### config.mk
export PLATFORM = sky130hd
export DESIGN_NAME = sorted_key_table_flat
export DESIGN_NICKNAME = d
export VERILOG_FILES = /design/src/rtl/core/skt_pkg.sv /design/src/rtl/core/skt_if.sv /design/src/rtl/core/skt_ctrl.sv /design/src/rtl/core/skt_datapath.sv /design/src/rtl/core/sorted_key_table.sv /design/src/flat_wrapper.sv
export SDC_FILE = /design/constraint.sdc
export NUM_CORES = 2
export LEC_CHECK = 0
export BUFFER_PORTS_ARGS = -buffer_cell sky130_fd_sc_hd__clkbuf_2
export CAP_MARGIN = 20
export CORE_MARGIN = 3
export CORE_UTILIZATION = 64
export CTS_CLUSTER_SIZE = 16
export DETAILED_ROUTE_END_ITERATION = 10
export MAX_ROUTING_LAYER = met4
export PLACE_DENSITY_LB_ADDON = 0.25
export SETUP_SLACK_MARGIN = 0.05
export SYNTH_ARGS = -nofsm -noshare
export SYNTH_HDL_FRONTEND = slang
export SYNTH_SLANG_ARGS = --single-unit
### constraint.sdc
create_clock -name clk -period 6.7 [get_ports clk]
set_input_delay 1.34 -clock clk [delete_from_list [all_inputs] [get_ports clk]]
set_output_delay 1.34 -clock clk [all_outputs]
set_load 0.1 [all_outputs]
### src/rtl/core/skt_pkg.sv
package skt_pkg;

    localparam int DEF_CAPACITY    = 16;
    localparam int DEF_KEY_BITS    = 16;
    localparam int DEF_HANDLE_BITS = 16;
    localparam int DEF_COUNT_BITS  = $clog2(DEF_CAPACITY + 1);

    typedef enum logic [1:0] {
        OP_INSERT = 2'd0,
        OP_REMOVE = 2'd1,
        OP_LOOKUP = 2'd2,
        OP_CLEAR  = 2'd3
    } op_t;

    typedef enum logic [1:0] {
        ST_IDLE,
        ST_COMPARE,
        ST_APPLY
    } state_t;

    // Commands from the controller to the datapath.
    typedef struct packed {
        logic load;
        logic compare;
        logic apply;
    } cmd_t;

endpackage

### src/rtl/core/skt_if.sv
interface skt_req_if #(
    parameter int KEY_BITS    = skt_pkg::DEF_KEY_BITS,
    parameter int HANDLE_BITS = skt_pkg::DEF_HANDLE_BITS
);
    logic                   valid;
    logic                   ready;
    logic [1:0]             op;
    logic [KEY_BITS-1:0]    key;
    logic [HANDLE_BITS-1:0] payload;

    modport source (output valid, output op, output key, output payload, input ready);
    modport sink   (input valid, input op, input key, input payload, output ready);
endinterface

interface skt_rsp_if #(
    parameter int HANDLE_BITS = skt_pkg::DEF_HANDLE_BITS,
    parameter int COUNT_BITS  = skt_pkg::DEF_COUNT_BITS
);
    logic                   valid;
    logic                   ready;
    logic                   found;
    logic [HANDLE_BITS-1:0] found_payload;
    logic [COUNT_BITS-1:0]  entry_count;
    logic                   is_empty;
    logic                   rejected;

    modport source (output valid, output found, output found_payload, output entry_count,
                    output is_empty, output rejected, input ready);
    modport sink   (input valid, input found, input found_payload, input entry_count,
                    input is_empty, input rejected, output ready);
endinterface

### src/rtl/core/skt_ctrl.sv
module skt_ctrl (
    input  logic          clk,
    input  logic          rst_n,
    input  logic          req_valid,
    output logic          req_ready,
    output logic          rsp_valid,
    input  logic          rsp_ready,
    output skt_pkg::cmd_t cmd
);

    skt_pkg::state_t state_reg, state_next;
    logic            rsp_valid_reg, rsp_valid_next;

    always_ff @(posedge clk or negedge rst_n)
    begin
        if (!rst_n)
        begin
            state_reg     <= skt_pkg::ST_IDLE;
            rsp_valid_reg <= 1'b0;
        end
        else
        begin
            state_reg     <= state_next;
            rsp_valid_reg <= rsp_valid_next;
        end
    end

    always_comb
    begin
        state_next     = state_reg;
        rsp_valid_next = rsp_valid_reg;
        req_ready      = 1'b0;
        cmd            = '0;
        if (rsp_valid_reg && rsp_ready)
        begin
            rsp_valid_next = 1'b0;
        end
        unique case (state_reg)
            skt_pkg::ST_IDLE:
            begin
                // A new beat is taken once the result slot is free or draining.
                req_ready = !rsp_valid_reg || rsp_ready;
                if (req_valid && req_ready)
                begin
                    cmd.load   = 1'b1;
                    state_next = skt_pkg::ST_COMPARE;
                end
            end
            skt_pkg::ST_COMPARE:
            begin
                cmd.compare = 1'b1;
                state_next  = skt_pkg::ST_APPLY;
            end
            skt_pkg::ST_APPLY:
            begin
                cmd.apply      = 1'b1;
                rsp_valid_next = 1'b1;
                state_next     = skt_pkg::ST_IDLE;
            end
            default:
            begin
                state_next = skt_pkg::ST_IDLE;
            end
        endcase
    end

    assign rsp_valid = rsp_valid_reg;

endmodule

### src/rtl/core/skt_datapath.sv
module skt_datapath #(
    parameter int CAPACITY    = skt_pkg::DEF_CAPACITY,
    parameter int KEY_BITS    = skt_pkg::DEF_KEY_BITS,
    parameter int HANDLE_BITS = skt_pkg::DEF_HANDLE_BITS,
    parameter int COUNT_BITS  = $clog2(CAPACITY + 1)
) (
    input  logic                   clk,
    input  logic                   rst_n,
    input  skt_pkg::cmd_t          cmd,
    input  logic [1:0]             op,
    input  logic [KEY_BITS-1:0]    key,
    input  logic [HANDLE_BITS-1:0] payload,
    output logic                   found,
    output logic [HANDLE_BITS-1:0] found_payload,
    output logic [COUNT_BITS-1:0]  entry_count,
    output logic                   is_empty,
    output logic                   rejected
);

    skt_pkg::op_t           op_reg;
    logic [KEY_BITS-1:0]    key_reg;
    logic [HANDLE_BITS-1:0] handle_reg;

    logic [KEY_BITS-1:0]    keys_reg [CAPACITY];
    logic [HANDLE_BITS-1:0] pays_reg [CAPACITY];
    logic [COUNT_BITS-1:0]  count_reg, count_next;

    // ge marks live cells whose key is not smaller than the request key; since
    // the row is sorted this is a thermometer that starts at the insert point.
    logic [CAPACITY-1:0] ge_reg, eq_reg;
    logic [CAPACITY-1:0] sel, sel_prev, ge_prev, first;

    logic                   found_reg, rejected_reg;
    logic [HANDLE_BITS-1:0] found_payload_reg, lookup_payload;

    logic is_full, hit, do_insert, do_remove;

    assign is_full   = count_reg == COUNT_BITS'(CAPACITY);
    assign hit       = |eq_reg;
    assign do_insert = cmd.apply && op_reg == skt_pkg::OP_INSERT && !is_full;
    assign do_remove = cmd.apply && op_reg == skt_pkg::OP_REMOVE && hit;

    always_ff @(posedge clk)
    begin
        if (cmd.load)
        begin
            op_reg     <= skt_pkg::op_t'(op);
            key_reg    <= key;
            handle_reg <= payload;
        end
    end

    always_ff @(posedge clk)
    begin
        if (cmd.compare)
        begin
            for (int i = 0; i < CAPACITY; i++)
            begin
                ge_reg[i] <= (COUNT_BITS'(i) < count_reg) && (keys_reg[i] >= key_reg);
                eq_reg[i] <= (COUNT_BITS'(i) < count_reg) && (keys_reg[i] == key_reg);
            end
        end
    end

    always_comb
    begin
        for (int i = 0; i < CAPACITY; i++)
        begin
            sel[i] = ge_reg[i] || (COUNT_BITS'(i) == count_reg);
        end
    end

    assign sel_prev = {sel[CAPACITY-2:0], 1'b0};
    assign ge_prev  = {ge_reg[CAPACITY-2:0], 1'b0};
    assign first    = eq_reg & ~ge_prev;

    always_comb
    begin
        lookup_payload = '0;
        for (int i = 0; i < CAPACITY; i++)
        begin
            lookup_payload = lookup_payload | (first[i] ? pays_reg[i] : '0);
        end
    end

    // Each cell loads from its left neighbor, its right neighbor or the request.
    for (genvar g = 0; g < CAPACITY; g++)
    begin : g_cell
        logic [KEY_BITS-1:0]    left_key, right_key;
        logic [HANDLE_BITS-1:0] left_pay, right_pay;

        if (g == 0)
        begin : g_first
            assign left_key = key_reg;
            assign left_pay = handle_reg;
        end
        else
        begin : g_rest
            assign left_key = keys_reg[g-1];
            assign left_pay = pays_reg[g-1];
        end

        if (g == CAPACITY - 1)
        begin : g_last
            assign right_key = keys_reg[g];
            assign right_pay = pays_reg[g];
        end
        else
        begin : g_inner
            assign right_key = keys_reg[g+1];
            assign right_pay = pays_reg[g+1];
        end

        always_ff @(posedge clk)
        begin
            if (do_insert && sel[g])
            begin
                keys_reg[g] <= sel_prev[g] ? left_key : key_reg;
                pays_reg[g] <= sel_prev[g] ? left_pay : handle_reg;
            end
            else if (do_remove && ge_reg[g])
            begin
                keys_reg[g] <= right_key;
                pays_reg[g] <= right_pay;
            end
        end
    end

    always_comb
    begin
        count_next = count_reg;
        if (cmd.apply)
        begin
            case (op_reg)
                skt_pkg::OP_INSERT: if (!is_full) count_next = count_reg + 1'b1;
                skt_pkg::OP_REMOVE: if (hit) count_next = count_reg - 1'b1;
                skt_pkg::OP_CLEAR:  count_next = '0;
                default:            count_next = count_reg;
            endcase
        end
    end

    always_ff @(posedge clk or negedge rst_n)
    begin
        if (!rst_n)
        begin
            count_reg <= '0;
        end
        else
        begin
            count_reg <= count_next;
        end
    end

    always_ff @(posedge clk)
    begin
        if (cmd.apply)
        begin
            found_reg         <= hit && (op_reg == skt_pkg::OP_REMOVE ||
                                         op_reg == skt_pkg::OP_LOOKUP);
            found_payload_reg <= (op_reg == skt_pkg::OP_LOOKUP) ? lookup_payload : '0;
            rejected_reg      <= (op_reg == skt_pkg::OP_INSERT) && is_full;
        end
    end

    assign found         = found_reg;
    assign found_payload = found_payload_reg;
    assign entry_count   = count_reg;
    assign is_empty      = count_reg == '0;
    assign rejected      = rejected_reg;

endmodule

### src/rtl/core/sorted_key_table.sv
// A request beat is accepted only in the idle state and while the result slot is free or draining;
// each operation then steps through accept, compare row and update row, and the next beat waits for it.
// The row of cells compares all entries at once, so this sequence does not depend on the count.
// Reset (rst_n, asynchronous, active low) empties the table and drops any pending result;
// entry contents are not cleared and are never read until written.
module sorted_key_table #(
    parameter int CAPACITY    = skt_pkg::DEF_CAPACITY,
    parameter int KEY_BITS    = skt_pkg::DEF_KEY_BITS,
    parameter int HANDLE_BITS = skt_pkg::DEF_HANDLE_BITS
) (
    input  logic     clk,
    input  logic     rst_n,
    skt_req_if.sink  req,
    skt_rsp_if.source rsp
);

    localparam int COUNT_BITS = $clog2(CAPACITY + 1);

    skt_pkg::cmd_t cmd;

    // The controller sequences each request beat through a compare cycle,
    // where every live cell checks its key against the request, and an apply
    // cycle, where the row shifts in place and the result is registered.
    skt_ctrl u_ctrl (
        .clk       (clk),
        .rst_n     (rst_n),
        .req_valid (req.valid),
        .req_ready (req.ready),
        .rsp_valid (rsp.valid),
        .rsp_ready (rsp.ready),
        .cmd       (cmd)
    );

    // The datapath holds the sorted row of cells, the entry count and the
    // result register that waits for the downstream side.
    skt_datapath #(
        .CAPACITY    (CAPACITY),
        .KEY_BITS    (KEY_BITS),
        .HANDLE_BITS (HANDLE_BITS),
        .COUNT_BITS  (COUNT_BITS)
    ) u_datapath (
        .clk           (clk),
        .rst_n         (rst_n),
        .cmd           (cmd),
        .op            (req.op),
        .key           (req.key),
        .payload       (req.payload),
        .found         (rsp.found),
        .found_payload (rsp.found_payload),
        .entry_count   (rsp.entry_count),
        .is_empty      (rsp.is_empty),
        .rejected      (rsp.rejected)
    );

endmodule
### src/flat_wrapper.sv
// flat-port wrapper written by rule: the top's interface ports become plain ports
module sorted_key_table_flat 
#(
    parameter int CAPACITY    = skt_pkg::DEF_CAPACITY,
    parameter int KEY_BITS    = skt_pkg::DEF_KEY_BITS,
    parameter int HANDLE_BITS = skt_pkg::DEF_HANDLE_BITS
)
  (clk, rst_n, req_valid, req_op, req_key, req_payload, req_ready, rsp_valid, rsp_found, rsp_found_payload, rsp_entry_count, rsp_is_empty, rsp_rejected, rsp_ready);
  skt_req_if #(.KEY_BITS(KEY_BITS), .HANDLE_BITS(HANDLE_BITS)) req_i ();
  skt_rsp_if #(.HANDLE_BITS(HANDLE_BITS)) rsp_i ();
  input  logic clk;
  input  logic rst_n;
  input wire logic [$bits(req_i.valid)-1:0] req_valid;
  input wire logic [$bits(req_i.op)-1:0] req_op;
  input wire logic [$bits(req_i.key)-1:0] req_key;
  input wire logic [$bits(req_i.payload)-1:0] req_payload;
  output wire logic [$bits(req_i.ready)-1:0] req_ready;
  output wire logic [$bits(rsp_i.valid)-1:0] rsp_valid;
  output wire logic [$bits(rsp_i.found)-1:0] rsp_found;
  output wire logic [$bits(rsp_i.found_payload)-1:0] rsp_found_payload;
  output wire logic [$bits(rsp_i.entry_count)-1:0] rsp_entry_count;
  output wire logic [$bits(rsp_i.is_empty)-1:0] rsp_is_empty;
  output wire logic [$bits(rsp_i.rejected)-1:0] rsp_rejected;
  input wire logic [$bits(rsp_i.ready)-1:0] rsp_ready;
  assign req_i.valid = req_valid;
  assign req_i.op = req_op;
  assign req_i.key = req_key;
  assign req_i.payload = req_payload;
  assign req_ready = req_i.ready;
  assign rsp_valid = rsp_i.valid;
  assign rsp_found = rsp_i.found;
  assign rsp_found_payload = rsp_i.found_payload;
  assign rsp_entry_count = rsp_i.entry_count;
  assign rsp_is_empty = rsp_i.is_empty;
  assign rsp_rejected = rsp_i.rejected;
  assign rsp_i.ready = rsp_ready;
  sorted_key_table #(.CAPACITY(CAPACITY), .KEY_BITS(KEY_BITS), .HANDLE_BITS(HANDLE_BITS)) u_core (.clk(clk), .rst_n(rst_n), .req(req_i), .rsp(rsp_i));
endmodule
Word-level counts from Yosys, hierarchy flattened
Memory sizes are Yosys's and may differ from the RTL's.
Cells that the tools add are included.
{ "classes": {"magnitude_cmp": 32, "add_sub_neg": 2, "n_reduce_logical": 99, "eq_ne": 40, "muxes": 170, "bitwise": 49} }
{ "op_table": {"columns": ["cell", "count"], "rows": [
  ["16-bit 2-to-1 mux", 78],
  ["16-bit == test", 16],
  ["16-bit greater-or-equal comparator", 16],
  ["16-bit bitwise OR", 15],
  ["1-bit 2-to-1 mux", 87],
  ["1-bit logical AND", 72],
  ["4-bit by 5-bit == test with 1-bit output, first input constant", 8],
  ["4-bit by 5-bit < comparator with 1-bit output, first input constant", 8],
  ["1-bit bitwise OR", 32],
  ["3-bit by 5-bit == test with 1-bit output, first input constant", 4],
  ["3-bit by 5-bit < comparator with 1-bit output, first input constant", 4],
  ["1-bit logical OR", 18],
  ["16-bit AND", 1],
  ["16-bit inverter", 1],
  ["16-bit OR reduction", 1],
  ["5-bit case mux with 3 select lines", 1],
  ["2-bit by 5-bit == test with 1-bit output, first input constant", 2],
  ["1-bit by 5-bit < comparator with 1-bit output, first input constant", 2],
  ["2-bit by 5-bit < comparator with 1-bit output, first input constant", 2],
  ["5-bit 2-to-1 mux", 2],
  ["2-bit == test, second input constant", 3],
  ["2-bit != test, second input constant", 3],
  ["5-bit by 1-bit adder with 5-bit output, second input constant", 1],
  ["1-bit by 5-bit == test with 1-bit output, first input constant", 1],
  ["other kinds (11)", 14]
]} }
{ "totals": {"input_bits": 38, "output_inout_bits": 26, "n_memories": 2, "ff_bits": 92, "mem_bits_rw": 512} }
{ "mem_list": {"columns": ["name", "words", "width", "read_ports", "rd_ports_with_merged_regs", "wr", "line_no", "text"], "rows": [
  ["u_core.u_datapath.keys_reg", 16, 16, 16, 0, 16, "skt_datapath.sv:24", "logic [KEY_BITS-1:0] keys_reg [CAPACITY];"],
  ["u_core.u_datapath.pays_reg", 16, 16, 16, 0, 16, "skt_datapath.sv:25", "logic [HANDLE_BITS-1:0] pays_reg [CAPACITY];"]
]} }

Longest topological paths before layout
{ "depth": {"ltp_word": 18, "ltp_mapped": 11, "depth_no_buf": 7} }

Cells and area by module
From an unflattened synthesis, not the netlist that was laid out.
{ "unflattened": {"cells_unflattened": 3307, "hier_area_um2": 36767.8} }
{ "modules_own_cells": {"columns": ["module", "area_each_um2", "n_inst", "cells_each", "seq_area_each_um2"], "rows": [
  ["skt_datapath", 36616.4, 1, 3294, 18022.3],
  ["skt_ctrl", 151.4, 1, 13, 75.1]
]} }

Worst setup path after synthesis
OpenSTA, ideal clock, no wires.
{ "synth_timing": {"path_kind": "reg2reg", "startpoint": "register u_core.u_datapath.count_reg[0], in the netlist u_core.u_datapath.entry_count[0]", "endpoint": "memory u_core.u_datapath.keys_reg[0][0] (netlist bit) (enable)", "path_buffers": 3, "path_stages_with_launch": 9, "arrival_time_ns": 4.572, "setup_slack_ns": 1.663, "setup_ns": 0.466, "cell_sequence": "dfrtp_1 > buf_2 > inv_1 > ha_1 > buf_4 > nand4bb_4 > nand3_1 > clkbuf_1 > o21ai_0"} }
{ "synth_rtl": {"columns": ["item", "line_no", "text"], "rows": [
  ["start: declaration", "skt_datapath.sv:26", "logic [COUNT_BITS-1:0] count_reg, count_next;"],
  ["start signal: assignment", "skt_datapath.sv:151", "count_reg <= count_next;"],
  ["end: declaration", "skt_datapath.sv:24", null]
]} }

==> results.py <==
metrics = {
    "floorplanning": {
        "die_h_microns": 247,
        "boundaryPins": 64,
        "dieWidth_microns": 247,
        "core_sq_um": 56900,
        "dieArea_sq_um": 60900,
        "initial_utilization_pct": 65.2,
        "rows": 87,
    },
    "cts": {
        "root_buffer": "clkbuf_16",
        "ctsHoldBuffers": 0,
        "cts_resized": 0,
        "cts_setup_buffers": 0,
        "cts_tree": "built",
        "cts.sinks": 604,
        "clkTransAtPathRegs_ps": 60,
        "cts_htree_levels": 3,
        "cts-buffers-inserted": 68,
        "clk_latency_ps": 630,
        "clockBufferDepth": 3,
    },
    "route": {
        "via_per_inst": 7.26,
        "vias": 29700,
        "drt-wirelength-per-cell_microns": 29.4,
        "routed_wl_mm": 120,
        "drc": 0,
        "antenna_left": 0,
        "drt-pass1-iter-count": 8,
        "drt_iter0_markers": 4846,
    },
    "cells_and_area": {
        "drive_gt1_share_pct": 10.7,
        "final-seq-area_sq_um": 18100,
        "multi_input_area_sq_um": 17500,
        "fin_nets": 3583,
        "n_fill_cell": 3996,
        "area_growth_pct": 7.31,
    },
    "worst_setup_path": {
        "crit_chain": "inv_1, ha_1, nand4bb_4, a21oi_4, nand3_2, buf_4, nor2_1, a21oi_1",
        "crit_arrival_ps": 4560,
        "path_class": "flip-flop to flip-flop",
        "critPathMaxFanout": 33,
        "slowest_stage": "nand3_2",
        "end_kind": "flip-flop",
        "slowest_delay_ps": 790,
        "cp-start-kind": "flip-flop",
        "cp.required_ps": 7050,
    },
    "place": {
        "place_hpwl_mm": 75.4,
        "numPortBuffers": 63,
        "gp_congestion": 0.959,
    },
    "grt": {
        "antenna_found_initial": 2,
        "overflow": 0,
        "grt.total_usage_pct": 40.3,
        "grt_pass1_vias": 28600,
        "grt_max_degree": 65,
        "grt_first_pass_wirelength_mm": 177,
    },
    "timing": {
        "final.period_utilization_pct": 62.8,
        "setup_violations": 0,
        "rsz0062_at_grt": "false",
        "fin_setup_tns_ps": 0,
        "fmax_mhz": 238,
        "drv_slew": 0,
        "hold_viol_final": 0,
        "worst_hold_slack_ps": 558,
        "tightest_slew_ps": 1250,
        "slew_headroom_pct": 17.0,
        "skew_ps": 20.1,
        "fin_crit_ps": 4210,
    },
    "yosys": {
        "synth_cells": 3309,
        "synth_top_cell_area_share_pct": 48.2,
        "ys_seq_area_share_pct": 48.8,
        "yosys_warnings": 0,
        "ys_seq_elements": 604,
        "synth.area.top_cells": "edfxtp_1 48%, mux2i_1 12%, ha_1 8.9%, a21oi_1 7.6%, nor2_1 5.0%",
        "synth.avg_cell_area_sq_um": 11.2,
        "syn_area_sq_um": 37100,
        "synth_edf_count": 596,
        "ys_types": 70,
        "ys_async_sr_fraction_pct": 1.32,
        "syn_nets": 3612,
        "synth_top_area_cell": "edfxtp_1",
        "synth_ff_type": "edfxtp_1",
    },
    "min_path": {
        "min_path_type": "input pin to async pin",
    },
    "power_and_ir_drop": {
        "power_leakage_nw": 15.6,
        "p_per_area_nw_per_um2": 356,
        "power_mw": 14.2,
        "irDropWorstVdd_mv": 0.437,
    },
    "outcome": {
        "outcome": "finished clean",
    },
    "flow_run": {
        "cap_violations": 0,
    },
}
## worst max-delay path, delay by kind of cell, from the launching register on
family,cells,cell delay [ps]
and+or+nand+nor,3,1170
AOI/OAI and AO/OA,2,840
buffers and inverters,2,810
adders and majority gates,1,550
DFF,1,530
## cell usage in the layout (no fill, tap or decap), types with 63 or more instances in the layout
cell type and count:
clkbuf_16 68, nand4_1 71, mux2_2 63, a22oi_1 123, a21oi_1 558, nor2_1 492, buf_4 68, ha_1 265
nand2_1 72, clkbuf_2 63, mux2i_1 440, edfxtp_1 596
## path summary, 6_finish.rpt
check	from	endpoint	slack, ps	cells after the start
max	u_core.u_datapath.entry_count[1]	u_core.u_datapath.pays_reg[1][93]	2490	8
min	rst_n	u_core.u_ctrl.rsp_valid	560	1
max reg2reg	u_core.u_datapath.entry_count[1]	u_core.u_datapath.pays_reg[1][93]	2490	8
min reg2reg	u_core.u_datapath.pays_reg[1][119]	u_core.u_datapath.pays_reg[1][103]	620	2
max in group asynchronous	rst_n	u_core.u_datapath.entry_count[3]	5960	1
min in group clk	u_core.u_datapath.pays_reg[1][119]	u_core.u_datapath.pays_reg[1][103]	620	2
## cell type report
| cell class | count | share of cell area (%) |
|---|---|---|
| Sequential cell | 604 | 45.4 |
| Tap cell | 756 | 2.38 |
| Antenna cell | 2 | 0.0126 |
| Clock buffer | 78 | 4.37 |
| Timing Repair Buffer | 132 | 2.14 |
| Multi-Input combinational cell | 2424 | 43.9 |
| Inverter | 50 | 0.471 |
| Clock inverter | 45 | 1.28 |
## synthesized netlist by cell type, types with 3 or more instances
cell type  instances
edfxtp_1         596
a21oi_1          563
nor2_1           493
mux2i_1          440
ha_1             265
a22oi_1          123
clkbuf_1          74
buf_6             73
nand2_1           72
nand4_1           71
mux2_2            63
o21ai_0           59
inv_1             50
buf_2             49
nand3_1           40
nor2b_1           27
buf_4             23
o21a_1            17
a221oi_1          16
and4_1            14
nor3_1            13
a31oi_1           10
nand3_4           10
buf_1              9
dfrtp_1            8
nor4_1             8
a211oi_1           7
and2_1             7
nand2b_1           7
nor3b_1            7
or3_1              7
a21o_1             6
a31oi_4            6
nand3_2            5
a2111oi_0          4
a21oi_2            4
o22ai_1            4
or2_2              4
or3b_2             4
a21boi_0           3
a21oi_4            3
a22o_1             3
a31oi_2            3
and3_1             3
o21bai_1           3
## cells by family after synthesis
kind of cell	count (synthesis)	synth area share, %
AOI/OAI and AO/OA	849	13.5
xor gates and xnor gates	2	0.0472
buffers and inverters	281	4.77
and+or+nand+nor	805	10.2
muxes	503	13.8
adders and majority gates	265	8.93
DFF	604	48.8
## through the flow
stage / util (%) / setup slack, ps / instances / area, sq um
6_report: 70.0 / 2490 / 4091 / 39800
4_1_cts: 69.9 / 2510 / 4088 / 39800
2_1_floorplan: - / 1660 / 3309 / 37100
3_3_place_gp: 65.9 / 2710 / 3965 / 37500
5_1_grt: 70.0 / 2280 / 4091 / 39800
3_5_place_dp: 65.9 / 2530 / 3965 / 37500
## power by group
part           total [mW]  switching, mW  internal (mW)  leakage [nW]
Sequential           5.38          0.501           4.88          5.52
Combinational        4.92           3.20           1.72          8.94
Clock                3.87           1.64           2.23          1.10
## metal layers
layer,part of all wire [%],track usage [%],vias to the layer above
met3,16,13.6,423
met5,0,-,-
met2,41,54.2,2541
met4,4.8,18.3,0
li1,-,-,12500
met1,38,55.1,14200
Power figures use the tool's default switching activity.
